**src/design/sdt_pkg.sv**
```systemverilog
`timescale 1ns / 1ps
// Shared types and constants for the signed truncating divider.
package sdt_pkg;

   // Default operand width.
   localparam int DATA_WIDTH_DEF = 32;

   // Controller states, one-hot.
   typedef enum logic [2:0] {
      ST_IDLE = 3'b001,
      ST_RUN  = 3'b010,
      ST_FIX  = 3'b100
   } state_type;

   // Commands from the controller to the datapath.
   typedef struct packed {
      logic load;    // capture operands and start a new division
      logic step;    // one restoring shift-subtract iteration
      logic finish;  // apply signs and write the output registers
   } cmd_type;

endpackage

```
**src/design/sdt_if.sv**
```systemverilog
`timescale 1ns / 1ps
// Valid/ready channel interfaces for operands and results.
interface sdt_req_if #(
   parameter int DATA_WIDTH = 32
);
   logic                         valid;
   logic                         ready;
   logic signed [DATA_WIDTH-1:0] dividend;
   logic signed [DATA_WIDTH-1:0] divisor;

   modport source (output valid, output dividend, output divisor, input ready);
   modport sink   (input valid, input dividend, input divisor, output ready);
endinterface

interface sdt_rsp_if #(
   parameter int DATA_WIDTH = 32
);
   logic                         valid;
   logic                         ready;
   logic signed [DATA_WIDTH-1:0] quotient;
   logic signed [DATA_WIDTH-1:0] remainder;
   logic                         zero_divisor;
   logic                         overflow;

   modport source (output valid, output quotient, output remainder,
                   output zero_divisor, output overflow, input ready);
   modport sink   (input valid, input quotient, input remainder,
                   input zero_divisor, input overflow, output ready);
endinterface

```
**src/design/sdt_ctrl.sv**
```systemverilog
`timescale 1ns / 1ps
// Controller state machine: handshakes, iteration count and datapath commands.
module sdt_ctrl
   import sdt_pkg::*;
#(
   parameter int DATA_WIDTH = DATA_WIDTH_DEF
) (
   input  logic    clock,
   input  logic    reset,
   input  logic    req_valid,
   output logic    req_ready,
   output logic    rsp_valid,
   input  logic    rsp_ready,
   output cmd_type cmd
);

   localparam int CNT_W = $clog2(DATA_WIDTH);

   state_type        state_ff, state_in;
   logic [CNT_W-1:0] cnt_ff, cnt_in;
   logic             rsp_valid_ff, rsp_valid_in;
   logic             accept;
   logic             last_step;
   logic             out_free;

   assign accept    = req_valid && (state_ff == ST_IDLE);
   assign last_step = (cnt_ff == CNT_W'(DATA_WIDTH - 1));
   assign out_free  = !rsp_valid_ff || rsp_ready;

   always_comb begin
      state_in     = state_ff;
      cnt_in       = cnt_ff;
      rsp_valid_in = rsp_valid_ff && !rsp_ready;
      cmd          = '0;
      unique case (state_ff)
         ST_IDLE: begin
            if (accept) begin
               cmd.load = 1'b1;
               cnt_in   = '0;
               state_in = ST_RUN;
            end
         end
         ST_RUN: begin
            cmd.step = 1'b1;
            cnt_in   = cnt_ff + 1'b1;
            if (last_step) begin
               state_in = ST_FIX;
            end
         end
         ST_FIX: begin
            // Wait here until the output register can take the result.
            if (out_free) begin
               cmd.finish   = 1'b1;
               rsp_valid_in = 1'b1;
               state_in     = ST_IDLE;
            end
         end
         default: begin
            state_in = ST_IDLE;
         end
      endcase
   end

   always_ff @(posedge clock) begin
      if (reset) begin
         state_ff     <= ST_IDLE;
         cnt_ff       <= '0;
         rsp_valid_ff <= 1'b0;
      end else begin
         state_ff     <= state_in;
         cnt_ff       <= cnt_in;
         rsp_valid_ff <= rsp_valid_in;
      end
   end

   assign req_ready = (state_ff == ST_IDLE);
   assign rsp_valid = rsp_valid_ff;

endmodule

```
**src/design/sdt_datapath.sv**
```systemverilog
`timescale 1ns / 1ps
// Datapath: magnitudes, restoring shift-subtract iteration, sign fixup, output register.
module sdt_datapath
   import sdt_pkg::*;
#(
   parameter int DATA_WIDTH = DATA_WIDTH_DEF
) (
   input  logic                         clock,
   input  cmd_type                      cmd,
   input  logic signed [DATA_WIDTH-1:0] dividend,
   input  logic signed [DATA_WIDTH-1:0] divisor,
   output logic signed [DATA_WIDTH-1:0] quotient,
   output logic signed [DATA_WIDTH-1:0] remainder,
   output logic                         zero_divisor,
   output logic                         overflow
);

   localparam logic [DATA_WIDTH-1:0] MOST_NEG = {1'b1, {(DATA_WIDTH-1){1'b0}}};
   localparam logic [DATA_WIDTH-1:0] ALL_ONES = {DATA_WIDTH{1'b1}};

   logic [DATA_WIDTH-1:0] n_raw, d_raw;
   logic [DATA_WIDTH-1:0] n_mag, d_mag;

   // The dividend register shifts left; quotient bits enter at the bottom,
   // so after the last step it holds the quotient magnitude.
   logic [DATA_WIDTH-1:0] a_ff, a_in;
   logic [DATA_WIDTH-1:0] d_ff, d_in;
   logic [DATA_WIDTH-1:0] r_ff, r_in;
   logic                  n_neg_ff, n_neg_in;
   logic                  d_neg_ff, d_neg_in;
   logic                  zero_ff, zero_in;
   logic                  ovf_ff, ovf_in;

   logic [DATA_WIDTH-1:0] quot_ff, quot_in;
   logic [DATA_WIDTH-1:0] rem_ff, rem_in;
   logic                  zero_out_ff, zero_out_in;
   logic                  ovf_out_ff, ovf_out_in;

   logic [DATA_WIDTH:0]   partial;
   logic [DATA_WIDTH:0]   diff;
   logic                  fits;

   assign n_raw = $unsigned(dividend);
   assign d_raw = $unsigned(divisor);
   assign n_mag = n_raw[DATA_WIDTH-1] ? (~n_raw + 1'b1) : n_raw;
   assign d_mag = d_raw[DATA_WIDTH-1] ? (~d_raw + 1'b1) : d_raw;

   // Partial remainder with the next dividend bit shifted in; one bit wider
   // so the bit shifted out of the top counts in the compare.
   assign partial = {r_ff, a_ff[DATA_WIDTH-1]};
   assign diff    = partial - {1'b0, d_ff};
   assign fits    = (partial >= {1'b0, d_ff});

   always_comb begin
      a_in        = a_ff;
      d_in        = d_ff;
      r_in        = r_ff;
      n_neg_in    = n_neg_ff;
      d_neg_in    = d_neg_ff;
      zero_in     = zero_ff;
      ovf_in      = ovf_ff;
      quot_in     = quot_ff;
      rem_in      = rem_ff;
      zero_out_in = zero_out_ff;
      ovf_out_in  = ovf_out_ff;
      if (cmd.load) begin
         a_in     = n_mag;
         d_in     = d_mag;
         r_in     = '0;
         n_neg_in = n_raw[DATA_WIDTH-1];
         d_neg_in = d_raw[DATA_WIDTH-1];
         zero_in  = (d_raw == '0);
         ovf_in   = (n_raw == MOST_NEG) && (d_raw == ALL_ONES);
      end else if (cmd.step) begin
         a_in = {a_ff[DATA_WIDTH-2:0], fits};
         r_in = fits ? diff[DATA_WIDTH-1:0] : partial[DATA_WIDTH-1:0];
      end
      if (cmd.finish) begin
         if (zero_ff) begin
            quot_in = '0;
            rem_in  = '0;
         end else begin
            quot_in = (n_neg_ff != d_neg_ff) ? (~a_ff + 1'b1) : a_ff;
            rem_in  = n_neg_ff ? (~r_ff + 1'b1) : r_ff;
         end
         zero_out_in = zero_ff;
         ovf_out_in  = ovf_ff;
      end
   end

   always_ff @(posedge clock) begin
      a_ff        <= a_in;
      d_ff        <= d_in;
      r_ff        <= r_in;
      n_neg_ff    <= n_neg_in;
      d_neg_ff    <= d_neg_in;
      zero_ff     <= zero_in;
      ovf_ff      <= ovf_in;
      quot_ff     <= quot_in;
      rem_ff      <= rem_in;
      zero_out_ff <= zero_out_in;
      ovf_out_ff  <= ovf_out_in;
   end

   assign quotient     = $signed(quot_ff);
   assign remainder    = $signed(rem_ff);
   assign zero_divisor = zero_out_ff;
   assign overflow     = ovf_out_ff;

endmodule

```
**src/design/signed_divider_truncating_unit.sv**
```systemverilog
`timescale 1ns / 1ps
// Top level of the signed truncating divider: controller, datapath and channel ports.
//
// This unit divides a signed DATA_WIDTH-bit dividend by a signed divisor and
// returns the quotient truncated toward zero and a remainder that carries the
// dividend's sign, exactly as C's / and % behave. Both operands are reduced to
// unsigned magnitudes, so the most negative dividend is handled without
// overflow. A zero divisor returns zero for both quotient and remainder and
// sets zero_divisor. The most negative value divided by minus one returns the
// most negative value as quotient, a zero remainder, and sets overflow. An
// operand transaction is loaded, then runs through the radix-2 restoring
// shift-subtract loop, which produces one quotient bit per cycle, and
// ends with a sign fixup step that writes the output register. The unit
// works on one transaction at a time. Because the result sits in its own
// output register, a new operand transaction is taken while the previous
// result still waits on the response channel; the fixup step holds only if
// that register is still occupied when the next result is ready.
module signed_divider_truncating_unit
   import sdt_pkg::*;
#(
   parameter int DATA_WIDTH = DATA_WIDTH_DEF
) (
   input  logic  clock,
   input  logic  reset,
   sdt_req_if.sink   req_chan,
   sdt_rsp_if.source rsp_chan
);

   cmd_type cmd;

   // The controller sequences the load, the iteration loop and the fixup,
   // and owns both handshakes.
   sdt_ctrl #(
      .DATA_WIDTH (DATA_WIDTH)
   ) u_ctrl (
      .clock     (clock),
      .reset     (reset),
      .req_valid (req_chan.valid),
      .req_ready (req_chan.ready),
      .rsp_valid (rsp_chan.valid),
      .rsp_ready (rsp_chan.ready),
      .cmd       (cmd)
   );

   // The datapath holds the operands, the partial remainder and the result.
   sdt_datapath #(
      .DATA_WIDTH (DATA_WIDTH)
   ) u_datapath (
      .clock        (clock),
      .cmd          (cmd),
      .dividend     (req_chan.dividend),
      .divisor      (req_chan.divisor),
      .quotient     (rsp_chan.quotient),
      .remainder    (rsp_chan.remainder),
      .zero_divisor (rsp_chan.zero_divisor),
      .overflow     (rsp_chan.overflow)
   );

   // A zero divisor and an overflow can never be reported together.
   assert property (@(posedge clock) disable iff (reset)
      rsp_chan.valid |-> !(rsp_chan.zero_divisor && rsp_chan.overflow))
      else $error("zero_divisor and overflow both set");

   // A zero divisor forces both results to zero.
   assert property (@(posedge clock) disable iff (reset)
      (rsp_chan.valid && rsp_chan.zero_divisor) |->
         (rsp_chan.quotient == '0 && rsp_chan.remainder == '0))
      else $error("divide by zero returned a nonzero result");

   // The overflow case wraps to the most negative value with no remainder.
   assert property (@(posedge clock) disable iff (reset)
      (rsp_chan.valid && rsp_chan.overflow) |->
         (rsp_chan.quotient == {1'b1, {(DATA_WIDTH-1){1'b0}}}
          && rsp_chan.remainder == '0))
      else $error("overflow result is not the most negative value");

   // After a transaction is accepted the unit is busy with the division.
   assert property (@(posedge clock) disable iff (reset)
      (req_chan.valid && req_chan.ready) |=> !req_chan.ready)
      else $error("operand accepted while a division was in progress");

endmodule
```
**src/flat_wrapper.sv**
```systemverilog
// flat-port wrapper written by rule: the top's interface ports become plain ports
module signed_divider_truncating_unit_flat import sdt_pkg::*;
#(
   parameter int DATA_WIDTH = DATA_WIDTH_DEF
)
  (clock, reset, req_chan_valid, req_chan_dividend, req_chan_divisor, req_chan_ready, rsp_chan_valid, rsp_chan_quotient, rsp_chan_remainder, rsp_chan_zero_divisor, rsp_chan_overflow, rsp_chan_ready);
  sdt_req_if #(.DATA_WIDTH(DATA_WIDTH)) req_chan_i ();
  sdt_rsp_if #(.DATA_WIDTH(DATA_WIDTH)) rsp_chan_i ();
  input  logic clock;
  input  logic reset;
  input wire logic [$bits(req_chan_i.valid)-1:0] req_chan_valid;
  input wire logic [$bits(req_chan_i.dividend)-1:0] req_chan_dividend;
  input wire logic [$bits(req_chan_i.divisor)-1:0] req_chan_divisor;
  output wire logic [$bits(req_chan_i.ready)-1:0] req_chan_ready;
  output wire logic [$bits(rsp_chan_i.valid)-1:0] rsp_chan_valid;
  output wire logic [$bits(rsp_chan_i.quotient)-1:0] rsp_chan_quotient;
  output wire logic [$bits(rsp_chan_i.remainder)-1:0] rsp_chan_remainder;
  output wire logic [$bits(rsp_chan_i.zero_divisor)-1:0] rsp_chan_zero_divisor;
  output wire logic [$bits(rsp_chan_i.overflow)-1:0] rsp_chan_overflow;
  input wire logic [$bits(rsp_chan_i.ready)-1:0] rsp_chan_ready;
  assign req_chan_i.valid = req_chan_valid;
  assign req_chan_i.dividend = req_chan_dividend;
  assign req_chan_i.divisor = req_chan_divisor;
  assign req_chan_ready = req_chan_i.ready;
  assign rsp_chan_valid = rsp_chan_i.valid;
  assign rsp_chan_quotient = rsp_chan_i.quotient;
  assign rsp_chan_remainder = rsp_chan_i.remainder;
  assign rsp_chan_zero_divisor = rsp_chan_i.zero_divisor;
  assign rsp_chan_overflow = rsp_chan_i.overflow;
  assign rsp_chan_i.ready = rsp_chan_ready;
  signed_divider_truncating_unit #(.DATA_WIDTH(DATA_WIDTH)) u_core (.clock(clock), .reset(reset), .req_chan(req_chan_i), .rsp_chan(rsp_chan_i));
endmodule
```
**config.mk**
```make
export PLATFORM = sky130hd
export DESIGN_NAME = signed_divider_truncating_unit_flat
export DESIGN_NICKNAME = d
export VERILOG_FILES = /design/src/design/sdt_pkg.sv /design/src/design/sdt_if.sv /design/src/design/sdt_ctrl.sv /design/src/design/sdt_datapath.sv /design/src/design/signed_divider_truncating_unit.sv /design/src/flat_wrapper.sv
export SDC_FILE = /design/constraint.sdc
export NUM_CORES = 1
export LEC_CHECK = 0
export ABC_AREA = 1
export BUFFER_PORTS_ARGS = -buffer_cell sky130_fd_sc_hd__buf_2
export CAP_MARGIN = 25
export CORE_ASPECT_RATIO = 1.2
export CORE_MARGIN = 1.5
export CORE_UTILIZATION = 55
export CTS_BUF_LIST = sky130_fd_sc_hd__clkbuf_8
export CTS_CLUSTER_DIAMETER = 100
export DETAILED_ROUTE_END_ITERATION = 8
export PLACE_DENSITY = 0.78
export SLEW_MARGIN = 20
export SYNTH_ARGS = -nofsm -noshare
export SYNTH_HDL_FRONTEND = slang
export SYNTH_SLANG_ARGS = --single-unit
```
**constraint.sdc**
```tcl
create_clock -name clock -period 4.9 [get_ports clock]
set_input_delay 1.47 -clock clock [delete_from_list [all_inputs] [get_ports clock]]
set_output_delay 1.47 -clock clock [all_outputs]
set_load 0.01 [all_outputs]
```
==> run metrics, run 1 <==
EDFF count, synth 134; chip width 141 µm; first-pass GRT wire length 56800 µm; Peak Freq 320 MHz; Tmin final 3130 ps; I/O pin total 136; Synthesis Warnings 0; Tcrit/Tclk final 0.638; Pleak 6.76 nW; Pwr per Cell Area 251 nW/µm²; deepest clock path buffer count 2; CTS Buf Count 17; CP Launch Type flop; CP peak stage delay 760 ps; critical path arrival 3370 ps; post-cts repair resize count 0; Syn Inst Count 1788; Slew Limit Fails 0; CP endpoint kind flop; port buffer count 135; Util after Layout 0.617; nets 2012; R2R cell count 9; DP Wirelength 28500 µm; status complete, no violations; Post-Synthesis Mean Instance Area 7.02 µm²; Post-DRT Antenna Nets 0; Top cell by count, worst path nand2_1; HP Class reg -> reg; Die Y 168 µm; largest net degree at the start of global routing 67; DR pass1 iterations 8; Netlist cell types 45; Slowest-stage cell, CP edfxtp_1; GPL Wtd Cong 0.971; initial antenna violation count 1; worst-path fanout max 25; setup repair after global routing missed its margin false; Hold Path Cell Cnt 0; via count 12100; H-Tree Depth 4; Initial DRC Count 981; VDD IR-drop max 0.187 mV; final hold violations 0; clk_skew 19.6 ps; Post-CTS Setup Repair Bufs 0; WS Path Type reg -> reg; area delta synth->final 10.1%; CTS tree done; core area 22400 µm²; die area 23700 µm²; Placement Cell Area 13400 µm²; Synthesized Nets 1896; clk sinks 175; vias in the first global route 11400; Starting Density 0.561; antenna cells 0; Post-synth ARST share 0; fin area 13800 µm²; register bit count reported by yosys 175; Post-CTS Hold Buffers 0; Clock Pin Slew Worst Setup and Hold Paths 110 ps; DRC 0; Routed WL per cell 16.4 µm; Rows 60; Seq/Total Area, Yosys 0.386; slew margin rel. 0.419; root buffer cell clkbuf_8; worst skew pair latency 490 ps; total global-route track usage 0.309; slew of the pin with the lowest slew margin 871 ps; layout cells sized above 1 0.115; Req. time, crit path 5140 ps; Post-Syn Area 12500 µm²; Max Cap Viol 0; GR Overflow Total 0; Synth Flop Type edfxtp_1; crit-path cells or2_1, nand2_1, inv_2, nand2_1, nand2_2, nor2_2, nand2_1, o21ai_0, a21oi_1; vias per cell 5.49; drt total wl 36000 µm; Final setup viols 0; setup TNS 0 ps
## cells in the final DEF (no fill, tap or decap), types with 3 or more instances in the layout
master,instances
o21a_1,4
a21oi_1,84
nor3_1,44
inv_6,4
o21bai_1,5
inv_2,5
nand3_1,157
nand4_1,25
nand3_2,5
inv_1,284
edfxtp_1,134
inv_8,3
nand2_1,484
o21ai_2,3
xor2_1,38
nor2_1,176
nor4_1,9
o21ai_1,16
buf_4,9
o211ai_1,4
ha_1,39
or2_2,5
nand2_2,6
buf_2,135
o21ai_0,94
xnor2_1,24
a31oi_1,6
clkbuf_8,18
and2_1,3
dfxtp_1,41
and3_1,3
nor3_2,3
nand3b_1,13
nor2_2,12
## sequential cells by signal, indices dropped and copies added (netlist names)
name	flops
u_core.u_datapath.d_ff	32
u_core.u_ctrl.cnt_ff	5
u_core.u_ctrl.state_ff	3
u_core.u_datapath.overflow	1
u_core.u_datapath.zero_divisor	1
u_core.u_datapath.n_neg_ff	1
u_core.u_datapath.zero_ff	1
u_core.u_datapath.a_ff	32
u_core.u_datapath.ovf_ff	1
u_core.u_datapath.r_ff	32
u_core.u_datapath.quotient	32
u_core.u_datapath.remainder	32
u_core.u_datapath.d_neg_ff	1
u_core.u_ctrl.rsp_valid	1
## worst max-delay path, delay by kind of cell, from the launching register on
| family | cells | cell delay [ps] |
|---|---|---|
| flip-flops | 1 | 760 |
| AND/OR/NAND/NOR | 6 | 1550 |
| buffers and inverters | 1 | 330 |
| AO/OA/AOI/OAI | 2 | 240 |
## cell families after synthesis
logic type / Yosys count / synth area share
and+or+nand+nor: 955 / 0.332
buffers and inverters: 335 / 0.105
AOI/OAI and AO/OA: 221 / 0.0933
DFF: 175 / 0.386
xor gates and xnor gates: 62 / 0.0433
adders and majority gates: 40 / 0.0405
## metrics by stage
stage	total power [mW]	hold WS (ps)	setup slack [ps]	std cells
after floorplan	2.25	400	1130	1788
after global placement	2.45	439	1640	2164
after detailed placement	2.47	405	1600	2164
after CTS	3.46	458	1840	2196
after global routing	3.62	472	1600	2196
final	3.47	457	1770	2196
## worst paths after layout
check	start	to	slack (ps)
min reg2reg	u_core.u_datapath.ovf_ff	u_core.u_datapath.overflow	460
min	u_core.u_datapath.ovf_ff	u_core.u_datapath.overflow	460
max	u_core.u_datapath.n_neg_ff	u_core.u_datapath.quotient[29]	1770
max reg2reg	u_core.u_datapath.n_neg_ff	u_core.u_datapath.quotient[29]	1770
## area by class of cell
type,count,area (µm²)
Clock buffer,18,248
Clock inverter,14,148
Fill cell,2164,8560
Inverter,288,1080
Multi-Input combinational cell,1278,6400
Sequential cell,175,4840
Tap cell,279,349
Timing Repair Buffer,144,743
## cells in the mapped netlist (24+ instances only)
cell type | instances | area (µm²)
nand2_1 | 484 | 1820
inv_1 | 283 | 1060
nor2_1 | 176 | 661
nand3_1 | 157 | 786
edfxtp_1 | 134 | 4020
o21ai_0 | 94 | 470
a21oi_1 | 85 | 425
nor3_1 | 44 | 220
dfxtp_1 | 41 | 821
ha_1 | 39 | 488
xor2_1 | 38 | 333
clkbuf_1 | 25 | 93.8
nand4_1 | 25 | 156
xnor2_1 | 24 | 210
## metal layers
layer	global-route usage	share of wire	vias up
li1	-	-	6043
met1	0.358	0.40	5503
met2	0.558	0.50	407
met3	0.0367	0.042	111
met4	0.158	0.052	2
met5	0	0.00042	-
## power breakdown
group / switching (mW) / internal (mW)
registers: 0.0537 / 1.71
clock network: 0.586 / 0.434
logic: 0.478 / 0.211
total: 1.12 / 2.35
No activity file was read; power rests on OpenSTA's default activity.
==> run 2: changes to the inputs <==
==> constraint.sdc (replaced) <==
create_clock -name clock -period 2.72 [get_ports clock]
set_input_delay 0.816 -clock clock [delete_from_list [all_inputs] [get_ports clock]]
set_output_delay 0.816 -clock clock [all_outputs]
set_load 0.01 [all_outputs]
==> run 2 against run 1 <==
Against the previous run:
- combinational power rose by 84%
- first-iteration DRC count up 14%
- via count grew 1.4%
- final cell count grew 0.77%
- utilization increased by 0.84 points
- sequential share of layout area is 0.47 points lower
- clock power is 97% higher
- count of clock-buffer cells in the layout shrank 1
- critical endpoint is now u_core.u_datapath.r_ff[1]
- largest cell class unchanged
==> run metrics, run 2 (synthesis results as in run 1) <==
status complete, no violations; met3 wire length 1710 µm (+13%); die area 23700 µm² (unchanged); Pwr per Cell Area 461 nW/µm² (+83%); drt total wl 36300 µm (+0.87%); Final setup viols 0 (unchanged); Die Y 168 µm (unchanged); CTS Buf Count 17 (unchanged); H-Tree Depth 4 (unchanged); slew margin rel. 0.516 (+0.0966); Routed WL per cell 16.4 µm (about the same); GR Overflow Total 0 (unchanged); wire length on met1 14400 µm (-0.86%); clk sinks 175 (unchanged); R2R cell count 14 (+5); core area 22400 µm² (unchanged); Reg power frac 0.491 (-0.016); port buffer count 135 (unchanged); DP Worst Slack 130 ps (-1470 ps); antenna cells 0 (unchanged); I/O pin total 136 (unchanged); Post-DRT Antenna Nets 0 (unchanged); GPL Wtd Cong 0.980 (+0.86%); Hold Slack 437 ps (-20.1 ps); DR pass1 iterations 5 (-3); first-pass GRT wire length 58300 µm (+2.5%); deepest clock path buffer count 2 (unchanged); Placement Cell Area 13600 µm² (+1.1%); Peak Freq 416 MHz (+30%); slew of the pin with the lowest slew margin 726 ps (-146 ps); layout cells sized above 1 0.124 (+0.00829); Pleak 6.87 nW (+1.7%); final hold violations 0 (unchanged); worst skew pair latency 490 ps (about the same); clock network power share 0.312 (+0.018); vias per cell 5.53 (+0.66%); root buffer cell clkbuf_8; initial antenna violation count 0 (-1); Tcrit/Tclk final 0.885 (+0.247); Post-CTS Hold Buffers 0 (unchanged); DP Wirelength 28900 µm (+1.4%); CP endpoint kind flop; Final WS setup 313 ps (-1460 ps); switch share 0.316 (-0.00571); VDD IR-drop max 0.328 mV (+76%); critical path arrival 2760 ps (-610 ps); Int Pwr 4.41 mW (+88%); Req. time, crit path 3070 ps (-2070 ps); clk_skew 14.1 ps (-5.57 ps); CP Launch Type flop; fin area 14000 µm² (+1.4%); WS Path Type reg -> reg; vias in the first global route 11700 (+2.7%); Clock Pin Slew Worst Setup and Hold Paths 100 ps (about the same); Post-CTS Setup Repair Bufs 0 (unchanged); setup repair after global routing missed its margin false; total global-route track usage 0.314 (+0.00561); post-cts repair resize count 0 (unchanged); Hold Path Cell Cnt 0 (unchanged); worst-path fanout max 32 (+28%); setup TNS 0 ps (unchanged); Tmin final 2410 ps (-720 ps); largest net degree at the start of global routing 67 (unchanged); area delta synth->final 11.6%; via count 12200 (+1.4%); Slew Limit Fails 0 (unchanged); nets 2029 (+0.84%); HP Class reg -> reg; combinational share of power 0.197 (-0.002); most common cell after layout, fill and taps aside nand2_1; most frequent cells in the layout nand2_1 (484), inv_1 (283), nor2_1 (176); DRC 0 (unchanged); DR top layer met4; Starting Density 0.561 (unchanged); wire length on met2 18200 µm (+0.89%); sw power 2.04 mW (+83%); Rows 60 (unchanged); chip width 141 µm (unchanged); Max Cap Viol 0 (unchanged); CTS tree done; Initial DRC Count 1118 (+14%)
==> run 2: cell count changes in the layout (fill, tap and decap cells not counted) <==
cell / change
clkbuf_8: -1
buf_12: +2
buf_4: +15
inv_1: -1
bufinv_16: +2
clkinv_4: -2
clkinvlp_4: -1
clkinv_2: +2
inv_6: +1
==> run 2: path summary, 6_finish.rpt <==
check                                          startpoint                          to  slack, ps
worst min-delay path             u_core.u_datapath.ovf_ff  u_core.u_datapath.overflow        440
worst max register to register  u_core.u_datapath.r_ff[3]   u_core.u_datapath.r_ff[1]        310
worst min register to register   u_core.u_datapath.ovf_ff  u_core.u_datapath.overflow        440
worst max-delay path            u_core.u_datapath.r_ff[3]   u_core.u_datapath.r_ff[1]        310
==> run 2: routing by layer <==
layer / vias to the layer above / track usage
met5: - / 0
met1: 5592 / 0.364
met2: 465 / 0.567
li1: 6063 / -
met3: 120 / 0.0392
met4: 0 / 0.163
==> run 2: through the flow <==
step / power, mW / instances / utilization
6_report: 6.45 / 2213 / 0.626
5_1_grt: 6.73 / 2213 / 0.626
4_1_cts: 6.45 / 2213 / 0.626
3_5_place_dp: 4.47 / 2181 / 0.606
3_3_place_gp: 4.44 / 2181 / 0.606
2_1_floorplan: 4.05 / 1788 / -
==> run 2: power groups by stage <==
stage          Combinational (mW)  Clock, mW  Sequential (mW)
4_1_cts                      1.26       2.03             3.16
5_1_grt                      1.43       2.12             3.18
3_5_place_dp                 1.25          0             3.22
2_1_floorplan               0.862          0             3.19
3_3_place_gp                 1.22          0             3.21
6_report                     1.27       2.01             3.16
==> run 2: layout make-up <==
type / count / area [µm²]
tap: 279 / 349
clock inverter: 15 / 198
timing repair buffer: 161 / 896
fill: 2061 / 8370
clock buffer: 17 / 234
inverter: 288 / 1080
multi-input combinational: 1278 / 6400
sequential: 175 / 4840
==> run 2: worst max-delay path, stage by stage, from the launching register on <==
cell and delay, ps:
dfxtp_1 530, ha_1 340, nand2_1 130, inv_1 50, nand2_1 80, nand2_1 60
nand2_1 60, nand3_2 110, nand2_1 110, nand2_2 80, nand2_4 80, buf_4 320
nand3_1 130, nand3_1 100, o21ai_0 90
==> run 3: changes to the inputs <==
--- a/config.mk
+++ b/config.mk
@@ -11,10 +11,9 @@
 export CORE_ASPECT_RATIO = 1.2
 export CORE_MARGIN = 1.5
 export CORE_UTILIZATION = 55
-export CTS_BUF_LIST = sky130_fd_sc_hd__clkbuf_8
 export CTS_CLUSTER_DIAMETER = 100
 export DETAILED_ROUTE_END_ITERATION = 8
-export PLACE_DENSITY = 0.78
+export PLACE_DENSITY = 0.75
 export SLEW_MARGIN = 20
 export SYNTH_ARGS = -nofsm -noshare
 export SYNTH_HDL_FRONTEND = slang
==> constraint.sdc (replaced) <==
create_clock -name clock -period 3 [get_ports clock]
set_input_delay 0.9 -clock clock [delete_from_list [all_inputs] [get_ports clock]]
set_output_delay 0.9 -clock clock [all_outputs]
set_load 0.01 [all_outputs]
==> run 3 against run 2 <==
Against the previous run:
- combinational power shrank 11%
- clock power grew 15%
- fmax shrank 1.5%
- count of clock-buffer cells in the layout is the same
- worst hold slack gained 29 ps
- design area grew 0.76%
- critical path depth shrank 1
- register-to-register slack gained 240 ps
- sequential cell count is the same
- critical path type unchanged
- critical endpoint is now u_core.u_datapath.r_ff[14]
- largest cell class unchanged
==> run metrics, run 3 (synthesis results as in run 1) <==
I/O pin total 136 (unchanged); worst skew pair latency 430 ps (-60 ps); setup repair after global routing missed its margin false; first-pass GRT wire length 56300 µm (-3.4%); Post-DRT Antenna Nets 0 (unchanged); port buffer count 135 (unchanged); antenna cells 0 (unchanged); Req. time, crit path 3300 ps (+230 ps); slew of the pin with the lowest slew margin 766 ps (+40.4 ps); Post-CTS Setup Repair Bufs 0 (unchanged); deepest clock path buffer count 2 (unchanged); FF-to-FF Start u_core.u_datapath.r_ff[20]; DP Worst Slack 334 ps (+205 ps); VDD IR-drop max 0.378 mV (+15%); critical path arrival 2740 ps (-20 ps); Die Y 168 µm (unchanged); vias per cell 5.50 (-0.51%); Rows 60 (unchanged); nets 2020 (-0.44%); Peak Freq 409 MHz (-1.5%); combinational share of power 0.180 (-0.017); Slew Limit Fails 0 (unchanged); Top cell by count, worst path nand2_1; vias in the first global route 11100 (-4.8%); Post-CTS Hold Buffers 0 (unchanged); R2R cell count 13 (-1); via count 12100 (-0.92%); core area 22400 µm² (unchanged); slew margin rel. 0.489 (-0.0264); Pleak 6.90 nW (+0.40%); GPL Wtd Cong 0.990 (+1.1%); Tmin final 2440 ps (+36.5 ps); CP peak stage delay 440 ps (-90 ps); CP Launch Type flop; Placement Cell Area 13500 µm² (-0.50%); Hold Crit Endpoint u_core.u_ctrl.cnt_ff[3]; DR pass1 iterations 8 (+3); WS Path Type reg -> reg; CP endpoint kind flop; Int Pwr 4.40 mW (-0.23%); Starting Density 0.561 (unchanged); post-cts repair resize count 0 (unchanged); largest net degree at the start of global routing 67 (unchanged); most frequent cells in the layout nand2_1 (484), inv_1 (282), nor2_1 (176); CTS tree done; clk_skew 11.5 ps (-2.55 ps); Clock Pin Slew Worst Setup and Hold Paths 70 ps (-30 ps); most common cell after layout, fill and taps aside nand2_1; final hold violations 0 (unchanged); area delta synth->final 12.4%; GR Overflow Total 0 (unchanged); sw power 1.91 mW (-6.4%); Initial DRC Count 1024 (-8.4%); Reg power frac 0.455 (-0.036); HP Class reg -> reg; worst-path fanout max 22 (-31%); total global-route track usage 0.305 (-0.00961); fin area 14100 µm² (+0.76%); DP Wirelength 27800 µm (-3.6%); initial antenna violation count 0 (unchanged); H-Tree Depth 4 (unchanged); Power, Total 6.31 mW (-2.2%); Final WS setup 557 ps (+243 ps); clock network power share 0.366 (+0.054); Worst R2R Setup Slack 560 ps (+240 ps); worst setup path start u_core.u_datapath.r_ff[20]; Tcrit/Tclk final 0.814 (-0.0704); drt total wl 35700 µm (-1.7%); status complete, no violations; worst flop-to-flop path endpoint u_core.u_datapath.r_ff[14]; Slowest-stage cell, CP ha_1; setup TNS 0 ps (unchanged); Worst Min Path Start u_core.u_ctrl.cnt_ff[3]; chip width 141 µm (unchanged); switch share 0.303 (-0.0137); Final setup viols 0 (unchanged); root buffer cell clkbuf_16; CTS Buf Count 17 (unchanged); Routed WL per cell 16.2 µm (-1.3%); crit-path cells ha_1, nand2_1, nor2_1, nand2_1, nor2_2, nand3_1, nand3_2, nor2_4, nand2_4, buf_12, nand2_1, nand3_1, o21ai_1; clk sinks 175 (unchanged); Hold Path Cell Cnt 2 (+2); Pwr per Cell Area 447 nW/µm² (-2.9%); layout cells sized above 1 0.119 (-0.00410); Max Cap Viol 0 (unchanged); die area 23700 µm² (unchanged); DRC 0 (unchanged)
run 3: cell count changes in the layout (fill, tap and decap cells not counted):
cell       previous run  this run
buf_4                24        15
inv_6                 5         3
clkinv_2              2         3
bufinv_16             3         2
clkbuf_8             17         0
clkbuf_16             0        17
clkinv_1              1         2
clkinv_4              0         1
clkinv_8              1         2
inv_1               283       282
run 3: worst max-delay path, delay by kind of cell, from the launching register on:
family	cells	cell delay, ps
flops	1	420
compound gates	1	60
fa+ha+maj	1	440
buf+inv	1	170
simple gates	10	1210
run 3: layer usage:
metal,vias to the layer above,GRT usage,share of wire
met2,454,0.538,0.50
met4,0,0.159,0.054
met1,5501,0.358,0.39
met3,121,0.0449,0.051
li1,6052,-,-
met5,-,0,0
run 3: how the worst max path moves through the flow:
stage                                       endpoint  depth (start not counted)
after detailed placement  u_core.u_datapath.d_ff[28]                         12
after global routing      u_core.u_datapath.r_ff[31]                         16
after floorplan           u_core.u_datapath.a_ff[20]                          4
final                     u_core.u_datapath.r_ff[14]                         13
after CTS                 u_core.u_datapath.r_ff[14]                         13
after global placement    u_core.u_datapath.a_ff[26]                         12
run 3: power by group through the flow:
stage	Clock, mW	Sequential, mW	Combinational (mW)
finish	2.31	2.87	1.13
global route	2.41	2.88	1.27
CTS	2.32	2.87	1.12
detailed placement	0	2.92	1.11
global placement	0	2.91	1.10
floorplan	0	2.89	0.782
run 3: per-stage QoR:
step           hold slack, ps  cells   util
2_1_floorplan             400   1788      -
3_3_place_gp              443   2172  0.603
3_5_place_dp              435   2172  0.603
4_1_cts                   466   2204  0.631
5_1_grt                   464   2204  0.631
6_report                  466   2204  0.631
run 3: final cells by class:
cell class / count / area (µm²)
clock buffer: 17 / 425
clock inverter: 15 / 180
fill: 2051 / 8270
inverter: 288 / 1080
multi-input combinational: 1278 / 6400
sequential: 175 / 4840
tap: 279 / 349
timing repair buffer: 152 / 828
